## src/rtl/core/vdpcpu_pkg.sv

```systemverilog
package vdpcpu_pkg;

   localparam int VRAM_DEPTH_DEF = 16384;
   localparam int PTR_W = 14;

   typedef enum logic [1:0] {
      CMD_STATUS_READ  = 2'd0,
      CMD_DATA_READ    = 2'd1,
      CMD_DATA_WRITE   = 2'd2,
      CMD_CONTROL      = 2'd3
   } vdp_cmd_type;

   typedef enum logic [2:0] {
      REG_MODE0        = 3'd0,
      REG_MODE1        = 3'd1,
      REG_NAME_BASE    = 3'd2,
      REG_COLOR_BASE   = 3'd3,
      REG_PATTERN_BASE = 3'd4,
      REG_SPRITE_ATTR  = 3'd5,
      REG_SPRITE_PAT   = 3'd6,
      REG_TEXT_COLOR   = 3'd7
   } vdp_reg_type;

   typedef enum logic [1:0] {
      ST_IDLE,
      ST_EXEC,
      ST_FILL,
      ST_RESP
   } vdp_state_type;

   typedef struct packed {
      logic capture;
      logic execute;
      logic fill;
   } vdp_ctl_type;

   typedef struct packed {
      logic read_issue;
   } vdp_sts_type;

endpackage

```

## src/rtl/core/vdpcpu_ctrl.sv

```systemverilog
module vdpcpu_ctrl import vdpcpu_pkg::*; (
   input  logic        clock,
   input  logic        reset,
   input  logic        start,
   input  vdp_sts_type sts,
   output vdp_ctl_type ctl,
   output logic        busy,
   output logic        rsp_valid
);

   vdp_state_type state_ff;
   vdp_state_type state_in;

   always_ff @(posedge clock) begin
      if (reset) begin
         state_ff <= ST_IDLE;
      end else begin
         state_ff <= state_in;
      end
   end

   always_comb begin
      state_in    = state_ff;
      ctl         = '0;
      busy        = 1'b1;
      rsp_valid   = 1'b0;
      case (state_ff)
         ST_IDLE: begin
            busy = 1'b0;
            if (start) begin
               ctl.capture = 1'b1;
               state_in    = ST_EXEC;
            end
         end
         ST_EXEC: begin
            ctl.execute = 1'b1;
            state_in    = sts.read_issue ? ST_FILL : ST_RESP;
         end
         ST_FILL: begin
            ctl.fill = 1'b1;
            state_in = ST_RESP;
         end
         ST_RESP: begin
            rsp_valid = 1'b1;
            state_in  = ST_IDLE;
         end
         default: begin
            state_in = ST_IDLE;
         end
      endcase
   end

endmodule

```

## config.mk

```make
export PLATFORM = sky130hd
export DESIGN_NAME = vdpcpu_ctrl
export DESIGN_NICKNAME = d
export VERILOG_FILES = /design/src/rtl/core/vdpcpu_pkg.sv /design/src/rtl/core/vdpcpu_ctrl.sv
export SDC_FILE = /design/constraint.sdc
export NUM_CORES = 1
export LEC_CHECK = 0
export BUFFER_PORTS_ARGS = -buffer_cell sky130_fd_sc_hd__buf_4
export CORE_AREA = 2 2 39 41
export DETAILED_ROUTE_END_ITERATION = 8
export DIE_AREA = 0 0 41 43
export PLACE_DENSITY = 0.3
export SLEW_MARGIN = 15
export SYNTH_ARGS = -nofsm -noshare
export SYNTH_HDL_FRONTEND = slang
export SYNTH_SLANG_ARGS = --single-unit
```

## constraint.sdc

```tcl
create_clock -name clock -period 1.4 [get_ports clock]
set_input_delay 0.14 -clock clock [delete_from_list [all_inputs] [get_ports clock]]
set_output_delay 0.14 -clock clock [all_outputs]
set_load 0.02 [all_outputs]
```

==> run_results.csv, run 1 <==
group,metric,value,unit
run_status,outcome,"complete, no violations",
logic_synthesis,synth-seq-cells,2,
route,drt_iter0_markers,1,
critical_path,cp_num_buf_inv,2,
clocking,root_buffer,"clkbuf_4",
clocking,cts.clk_slew.worst_paths,0.03,ns
timing,setup_viol,0,
logic_synthesis,ys_warn_count,0,
clocking,clockBufferDepth,2,
route,routedWlPerCell,8.11,microns
grt,antenna_found_initial,0,
grt,grt_pass1_wl,476,microns
die,coreArea,1380,sq um
grt,grt_max_degree,5,
cells_and_area,fill_cells,155,
cells_and_area,final_cell_mix,"buf_4, ha_1, inv_1, clkbuf_4, dfxtp_1",
cells_and_area,area_growth,70.7,%
timing,clock_skew,0.000495,ns
die,ios,9,
cells_and_area,final_nets,42,
route,wl,381,microns
critical_path,cpPeakStageDelay,0.34,ns
critical_path,cp_top_family,"flip-flops",
critical_path,startpoint,"state_ff[0]",
grt,grt_pass1_vias,132,
power,p_per_area,2210,nW/um^2
route,firstDrtPassIters,2,
clocking,cts_max_level,1,
timing,rsz0062_at_grt,"false",
critical_path,worstPathRequired,1.26,ns
timing,relSlewSlack,0.832,
route,drc,0,
timing,finalCritPeriodShare,0.950,
critical_path,rr_startpoint,"state_ff[0]",
logic_synthesis,avgSynthCellArea,9.25,sq um
grt,grt_util_all_layers,0.0490,
power,ir_drop,0.000443,V
logic_synthesis,synth_top_area_frac,0.376,
route,num_vias,159,
die,die_h,43,microns
critical_path,crit_fanout,3,
clocking,cts_sinks,2,
cells_and_area,final_area,284,sq um
timing,hold_viol,0,
critical_path,arrival,1.19,ns
worst_hold_path,min_delay_path_depth,2,
logic_synthesis,synth.area.top_cells,"ha_1, dfxtp_1, inv_1",
critical_path,start_kind,"flop",
critical_path,end_kind,"output pin",
timing,fmax,752,MHz
logic_synthesis,synth_fp_nets,27,
logic_synthesis,synth_area_leader_cell,"ha_1",
clocking,cts_tree,"built",
clocking,cts_hold_buf,0,
critical_path,path_class,"reg2out",
logic_synthesis,ys_types,11,
place,gp_congestion,0.573,
cells_and_area,drive_above_1_share,0.452,
cells_and_area,diodes,0,
route,postRouteAntennaNets,0,
route,vias_per_cell,3.38,
grt,overflow,0,
power,power_leakage,0.151,nW
cells_and_area,largest_registers,"state_ff (2)",
timing,slew_viol_final,0,
logic_synthesis,seq_area_frac_synth,0.241,
clocking,cts_setup_buffers,0,
critical_path,cp.depth,4,
die,fp.dieW,41,microns
cells_and_area,final_common_cell,"buf_4",
critical_path,crit_chain,"inv_1 > ha_1 > and2_2 > buf_4",
clocking,insertion_delay,0.22,ns
run,maxCapViolations,0,
place,port_buffers,8,
cells_and_area,top_register,"state_ff",
critical_path,cp_slowest_cell,"dfxtp_1",
timing,whs,0.0939,ns
critical_path,r2r_cells,5,
logic_synthesis,synth_cells,18,
timing,tns,0,ns
die,placementRows,14,
clocking,post_cts_resize_count,0,
die,start_util,0.120,
cells_and_area,multi_input_area,115,sq um
worst_hold_path,hold_start,"reset",
timing,period_needed,1.33,ns
place,place_area,262,sq um
clocking,numCtsBuffers,3,
cells_and_area,fin_cells,47,
cells_and_area,regArea,40.0,sq um
place,dp_cells,44,
timing,worstMarginPinSlew,0.252,ns
cells_and_area,largest_reg_flops,2,
worst_hold_path,hold_path.class,"in2reg",
die,dieArea,1760,sq um
logic_synthesis,synth_area,166,sq um
-- cell families (layout without fill, tap and decap cells) --
logic type | Yosys count | count (layout) | synth area share
adders and majority gates | 5 | 5 | 0.376
and+or+nand+nor | 5 | 5 | 0.173
buffers and inverters | 3 | 16 | 0.0677
AOI/OAI and AO/OA | 2 | 2 | 0.0827
DFF | 2 | 2 | 0.241
muxes | 1 | 1 | 0.0602
-- synth_stat cells --
library cell and count:
inv_1 3, and2_2 1, ha_1 5, nor3_1 1, nor2b_1 1, nor2_1 1, dfxtp_1 2, o21ai_1 1
nand2b_1 1, mux2i_1 1, a221oi_1 1
-- cell type report --
type                    instances  area share
inverters                       3      0.0396
repair buffers                 10       0.264
flip-flops and latches          2       0.141
well taps                      16      0.0705
multi-input cells              13       0.405
clock buffers                   3      0.0793
-- final timing paths --
check                 to  slack [ns]
max reg2reg  state_ff[0]        0.14
max               ctl[2]        0.07
min reg2reg  state_ff[1]        0.63
min          state_ff[1]        0.09
-- routing by layer --
metal / global-route usage / part of all wire / up-vias
li1: - / - / 84
met1: 0.0510 / 0.37 / 69
met2: 0.0563 / 0.53 / 6
met3: 0.0157 / 0.094 / 0
met4: 0.0800 / 0 / 0
met5: 0 / 0 / -
-- report_power, final --
group          leakage (nW)  switching [mW]  internal (mW)  total [mW]
logic                 0.121           0.217          0.191       0.407
clock network        0.0138          0.0295         0.0942       0.124
registers            0.0166          0.0151         0.0829      0.0980
total                 0.151           0.261          0.368       0.629
-- worst reg2reg max path, stage by stage, from the launching register on --
cell and delay, ns:
dfxtp_1 0.34, inv_1 0.07, ha_1 0.22, nand2b_1 0.14
o21ai_1 0.08, a221oi_1 0.30
-- stage by stage --
stage	worst slack [ns]	power [mW]	util
final	0.0696	0.629	0.205
after global routing	0.00472	0.688	0.205
after CTS	0.0512	0.650	0.205
after detailed placement	0.110	0.517	0.189
after global placement	0.153	0.502	0.189
after floorplan	0.215	0.354	-
Note: power is estimated with default switching activity, not from simulation.
==> inputs of run 2 (changes only) <==
--- a/config.mk
+++ b/config.mk
@@ -5,11 +5,12 @@
 export SDC_FILE = /design/constraint.sdc
 export NUM_CORES = 1
 export LEC_CHECK = 0
-export BUFFER_PORTS_ARGS = -buffer_cell sky130_fd_sc_hd__buf_4
+export BUFFER_PORTS_ARGS = -buffer_cell sky130_fd_sc_hd__buf_2
 export CORE_AREA = 2 2 39 41
 export DETAILED_ROUTE_END_ITERATION = 8
 export DIE_AREA = 0 0 41 43
 export PLACE_DENSITY = 0.3
+export SETUP_SLACK_MARGIN = 0.15
 export SLEW_MARGIN = 15
 export SYNTH_ARGS = -nofsm -noshare
 export SYNTH_HDL_FRONTEND = slang
==> run_results.csv, run 2 (same netlist as run 1, synthesis figures left out) <==
group,metric,value,unit
run_status,outcome,"complete, no violations",
clocking,cts_hold_buf,0,
route,postRouteAntennaNets,0,
critical_path,crit_fanout,3,
cells_and_area,fill_cells,156,
route,vias_per_cell,3.63,
timing,hold_viol,0,
cells_and_area,final_cell_mix,"buf_2, ha_1, clkbuf_4, buf_4",
clocking,cts.clk_slew.worst_paths,0.03,ns
clocking,insertion_delay,0.23,ns
cells_and_area,area_growth,79.7,%
power,p_per_area,2290,nW/um^2
power,finalPower,0.685,mW
timing,slew_viol_final,0,
timing,fmax,826,MHz
worst_hold_path,hold_path.class,"in2reg",
die,start_util,0.120,
cells_and_area,largest_registers,"state_ff (2)",
die,coreArea,1380,sq um
timing,period_needed,1.21,ns
timing,finalCritPeriodShare,0.864,
power,ir_drop,0.000578,V
timing,setup_viol,0,
cells_and_area,final_common_cell,"buf_2",
power,power_leakage,0.156,nW
die,ios,9,
timing,relSlewSlack,0.847,
cells_and_area,largest_reg_flops,2,
route,firstDrtPassIters,1,
critical_path,end_kind,"output pin",
die,placementRows,14,
grt,grt_max_degree,5,
die,die_h,43,microns
route,wl,417,microns
place,port_buffers,8,
route,num_vias,174,
cells_and_area,diodes,0,
clocking,cts_sinks,2,
clocking,numCtsBuffers,3,
critical_path,worstPathRequired,1.26,ns
die,dieArea,1760,sq um
grt,grt_util_all_layers,0.0571,
clocking,clockBufferDepth,2,
timing,clock_skew,0.00419,ns
clocking,root_buffer,"clkbuf_4",
route,drc,0,
cells_and_area,final_nets,43,
die,fp.dieW,41,microns
critical_path,arrival,1.07,ns
critical_path,crit_chain,"inv_2 > ha_4 > and2_2 > buf_6",
cells_and_area,top_register,"state_ff",
critical_path,path_class,"reg2out",
clocking,cts_tree,"built",
critical_path,start_kind,"flop",
route,routedWlPerCell,8.69,microns
place,gp_congestion,0.610,
grt,overflow,0,
grt,antenna_found_initial,0,
timing,tns,0,ns
clocking,cts_max_level,1,
grt,grt_pass1_vias,148,
run,maxCapViolations,0,
critical_path,cp_slowest_cell,"dfxtp_2",
critical_path,cpPeakStageDelay,0.32,ns
route,drt_iter0_markers,0,
grt,grt_pass1_wl,579,microns
timing,worstMarginPinSlew,0.230,ns
timing,rsz0062_at_grt,"false",
cells_and_area,drive_above_1_share,0.625,
[run 2: per-stage QoR]
| step | utilization | area, sq um | hold WS [ns] | instances | setup WS [ns] |
|---|---|---|---|---|---|
| after global routing | 0.216 | 299 | 0.0935 | 48 | 0.153 |
| final | 0.216 | 299 | 0.0874 | 48 | 0.190 |
| after global placement | 0.175 | 241 | 0.330 | 44 | 0.196 |
| after floorplan | - | 166 | 0.212 | 18 | 0.215 |
| after CTS | 0.204 | 283 | 0.0810 | 48 | 0.165 |
| after detailed placement | 0.175 | 241 | 0.329 | 44 | 0.177 |
[run 2: cell type report]
cell class                 count  area [sq um]  area share
multi-input combinational     13           128       0.427
clock buffer                   3          22.5      0.0753
timing repair buffer          11          75.1       0.251
inverter                       3          11.3      0.0377
sequential                     2          42.5       0.142
tap                           16          20.0      0.0669
[run 2: repair_timing]
item / CTS / global route
setup buffers: 1 / 0
cloned: 0 / 0
resized for setup: 6 / 4
pin swaps: 0 / 1
endpoints found under the setup margin: 2 / 3
[run 2: layer usage]
layer / global-route usage / share of wire
met2: 0.0750 / 0.48
met3: 0.0942 / 0.16
met5: 0 / 0
met1: 0.0479 / 0.35
met4: 0 / 0
[run 2: critical path, delay by kind of cell (launching register included)]
| family | cells | cell delay, ns |
|---|---|---|
| flops | 1 | 0.32 |
| buf+inv | 2 | 0.19 |
| simple gates | 1 | 0.19 |
| fa+ha+maj | 1 | 0.16 |
[run 2: power by group]
group          switching (mW)  internal, mW
Combinational           0.238         0.214
Clock                  0.0357        0.0948
Sequential             0.0147        0.0880
Total                   0.288         0.396
[run 2: final timing paths]
kind                             startpoint           to  slack, ns  cells past startpoint
worst max-delay path            state_ff[1]       ctl[2]       0.19                      4
worst min-delay path                  reset  state_ff[1]       0.09                      2
worst max register to register  state_ff[0]  state_ff[0]       0.26                      5
worst min register to register  state_ff[1]  state_ff[1]       0.62                      3
==> inputs of run 3 (changes only) <==
--- a/config.mk
+++ b/config.mk
@@ -5,11 +5,12 @@
 export SDC_FILE = /design/constraint.sdc
 export NUM_CORES = 1
 export LEC_CHECK = 0
+export ABC_AREA = 1
 export BUFFER_PORTS_ARGS = -buffer_cell sky130_fd_sc_hd__buf_2
 export CORE_AREA = 2 2 39 41
 export DETAILED_ROUTE_END_ITERATION = 8
 export DIE_AREA = 0 0 41 43
-export PLACE_DENSITY = 0.3
+export PLACE_DENSITY = 0.31
 export SETUP_SLACK_MARGIN = 0.15
 export SLEW_MARGIN = 15
 export SYNTH_ARGS = -nofsm -noshare
==> run_results.csv, run 3 <==
group,metric,value,unit
run_status,outcome,"complete, no violations",
critical_path,cpPeakStageDelay,0.36,ns
route,routedWlPerCell,7.36,microns
critical_path,cp_slowest_cell,"dfxtp_2",
cells_and_area,drive_above_1_share,0.486,
logic_synthesis,yosys_most_used_dff,"dfxtp_1",
power,power_leakage,0.167,nW
logic_synthesis,synth_edf_count,0,
logic_synthesis,synth_top_area_frac,0.340,
critical_path,worstPathRequired,1.26,ns
logic_synthesis,synth_compound_gate_area_share,0.0748,
clocking,cts_max_level,1,
timing,hold_viol,0,
timing,fmax,836,MHz
cells_and_area,fin_cells,53,
critical_path,cp_num_buf_inv,3,
die,start_util,0.133,
worst_hold_path,min_delay_path_depth,2,
place,place_hpwl,282,microns
worst_hold_path,hold_start,"reset",
logic_synthesis,synth_area,184,sq um
clocking,cts_tree,"built",
die,coreArea,1380,sq um
clocking,insertion_delay,0.22,ns
timing,period_needed,1.20,ns
power,ir_drop,0.000606,V
logic_synthesis,async_flop_share,0,
timing,tns,0,ns
clocking,clockBufferDepth,2,
logic_synthesis,synthAdderAreaFrac,0.340,
critical_path,end_kind,"output pin",
cells_and_area,utilization,0.203,
die,die_h,43,microns
critical_path,rr_startpoint,"state_ff[1]",
clocking,numCtsBuffers,3,
timing,clock_skew,0.000475,ns
power,finalPower,0.659,mW
route,vias_per_cell,3.34,
timing,rsz0062_at_grt,"false",
logic_synthesis,synth_common_cells,"nand2_1, inv_1, ha_1",
cells_and_area,top_register,"state_ff",
logic_synthesis,synth_fp_nets,35,
timing,slew_viol_final,0,
die,ios,9,
grt,grt_pass1_vias,170,
critical_path,startpoint,"state_ff[1]",
place,gp_congestion,0.679,
critical_path,rrSetupSlack,0.44,ns
clocking,cts_setup_buffers,0,
route,postRouteAntennaNets,0,
cells_and_area,final_cell_mix,"nand2_1, buf_2, inv_1",
cells_and_area,area_growth,53.1,%
logic_synthesis,synthSimpleGateAreaFrac,0.224,
logic_synthesis,yosysMostFrequentCell,"nand2_1",
timing,finalCritPeriodShare,0.854,
logic_synthesis,synth-seq-cells,2,
die,dieArea,1760,sq um
logic_synthesis,seq_area_frac_synth,0.218,
route,firstDrtPassIters,1,
cells_and_area,largest_registers,"state_ff (2)",
run,maxCapViolations,0,
route,num_vias,177,
critical_path,path_class,"reg2out",
critical_path,start_kind,"flop",
critical_path,r2r-end,"state_ff[0]",
logic_synthesis,ys_types,8,
cells_and_area,final_nets,48,
logic_synthesis,ys_warn_count,0,
logic_synthesis,avgSynthCellArea,7.07,sq um
place,port_buffers,8,
place,dp_cells,50,
worst_hold_path,hold_end,"state_ff[0]",
clocking,root_buffer,"clkbuf_4",
grt,antenna_found_initial,0,
route,drc,0,
die,fp.dieW,41,microns
clocking,cts.clk_slew.worst_paths,0.03,ns
cells_and_area,diodes,0,
timing,worstMarginPinSlew,0.110,ns
critical_path,r2r_cells,6,
grt,grt_util_all_layers,0.0581,
logic_synthesis,synth_top_family_by_area,"adder cells",
critical_path,arrival,1.06,ns
critical_path,cp_top_family,"flip-flops",
critical_path,crit_chain,"inv_2 > ha_4 > nand2_1 > inv_1 > buf_2",
logic_synthesis,synth_xor_area_frac,0,
grt,grt_max_degree,6,
logic_synthesis,synth_cells,26,
die,placementRows,14,
critical_path,crit_fanout,5,
grt,overflow,0,
cells_and_area,largest_reg_flops,2,
logic_synthesis,synthMuxAreaShare,0,
power,p_per_area,2340,nW/um^2
clocking,cts_sinks,2,
timing,relSlewSlack,0.927,
route,wl,390,microns
timing,setup_viol,0,
timing,whs,0.0908,ns
grt,grt_pass1_wl,627,microns
logic_synthesis,synth_area_leader_cell,"ha_1",
worst_hold_path,hold_path.class,"in2reg",
logic_synthesis,synth.area.top_cells,"ha_1, dfxtp_1, nand2_1",
route,drt_iter0_markers,0,
[run 3: worst reg2reg max path: stages, from the launching register on]
cell and delay, ns:
dfxtp_2 0.36, inv_2 0.07, ha_4 0.17, nand2_2 0.08
nand2_1 0.05, nand2_1 0.07, a21oi_2 0.05
[run 3: kinds of logic (layout without fill, tap and decap cells)]
family                   Yosys count  count (layout)
AO/OA/AOI/OAI                      2               2
adder cells (fa/ha/maj)            5               5
buffers and inverters              7              18
flip-flops                         2               2
AND/OR/NAND/NOR                   10              10
[run 3: worst max path at each step]
stage | end | slack [ns] | cells after the start
2_1_floorplan | state_ff[0] | 0.34 | 6
3_3_place_gp | ctl[2] | 0.28 | 5
3_5_place_dp | ctl[2] | 0.27 | 5
4_1_cts | ctl[2] | 0.19 | 5
5_1_grt | ctl[2] | 0.15 | 5
6_report | ctl[2] | 0.20 | 5
[run 3: timing repair]
item	CTS	global route
resized for setup	6	0
hold buffers	0	0
setup endpoints to repair	2	0
[run 3: routing by layer]
layer  GRT usage  vias up  routed length, microns
met2      0.0844        3                     220
li1            -       99                       -
met1      0.0511       75                     152
met4      0.0600        0                       0
met5           0        -                       0
met3      0.0314        0                      17
[run 3: final cells by class]
class / instances / area (sq um)
Fill cell: 168 / 1100
Multi-Input combinational cell: 17 / 130
Sequential cell: 2 / 42.5
Timing Repair Buffer: 8 / 40.0
Inverter: 7 / 26.3
Clock buffer: 3 / 22.5
Tap cell: 16 / 20.0
[run 3: stage by stage]
step	setup WS [ns]	instance area, sq um
2_1_floorplan	0.340	184
4_1_cts	0.186	282
6_report	0.204	282
5_1_grt	0.151	282
3_5_place_dp	0.271	244
3_3_place_gp	0.276	244
[run 3: power by group]
| part | switching (mW) | internal (mW) | total, mW |
|---|---|---|---|
| Sequential | 0.0353 | 0.0904 | 0.126 |
| Clock | 0.0327 | 0.0946 | 0.127 |
| Combinational | 0.244 | 0.162 | 0.406 |
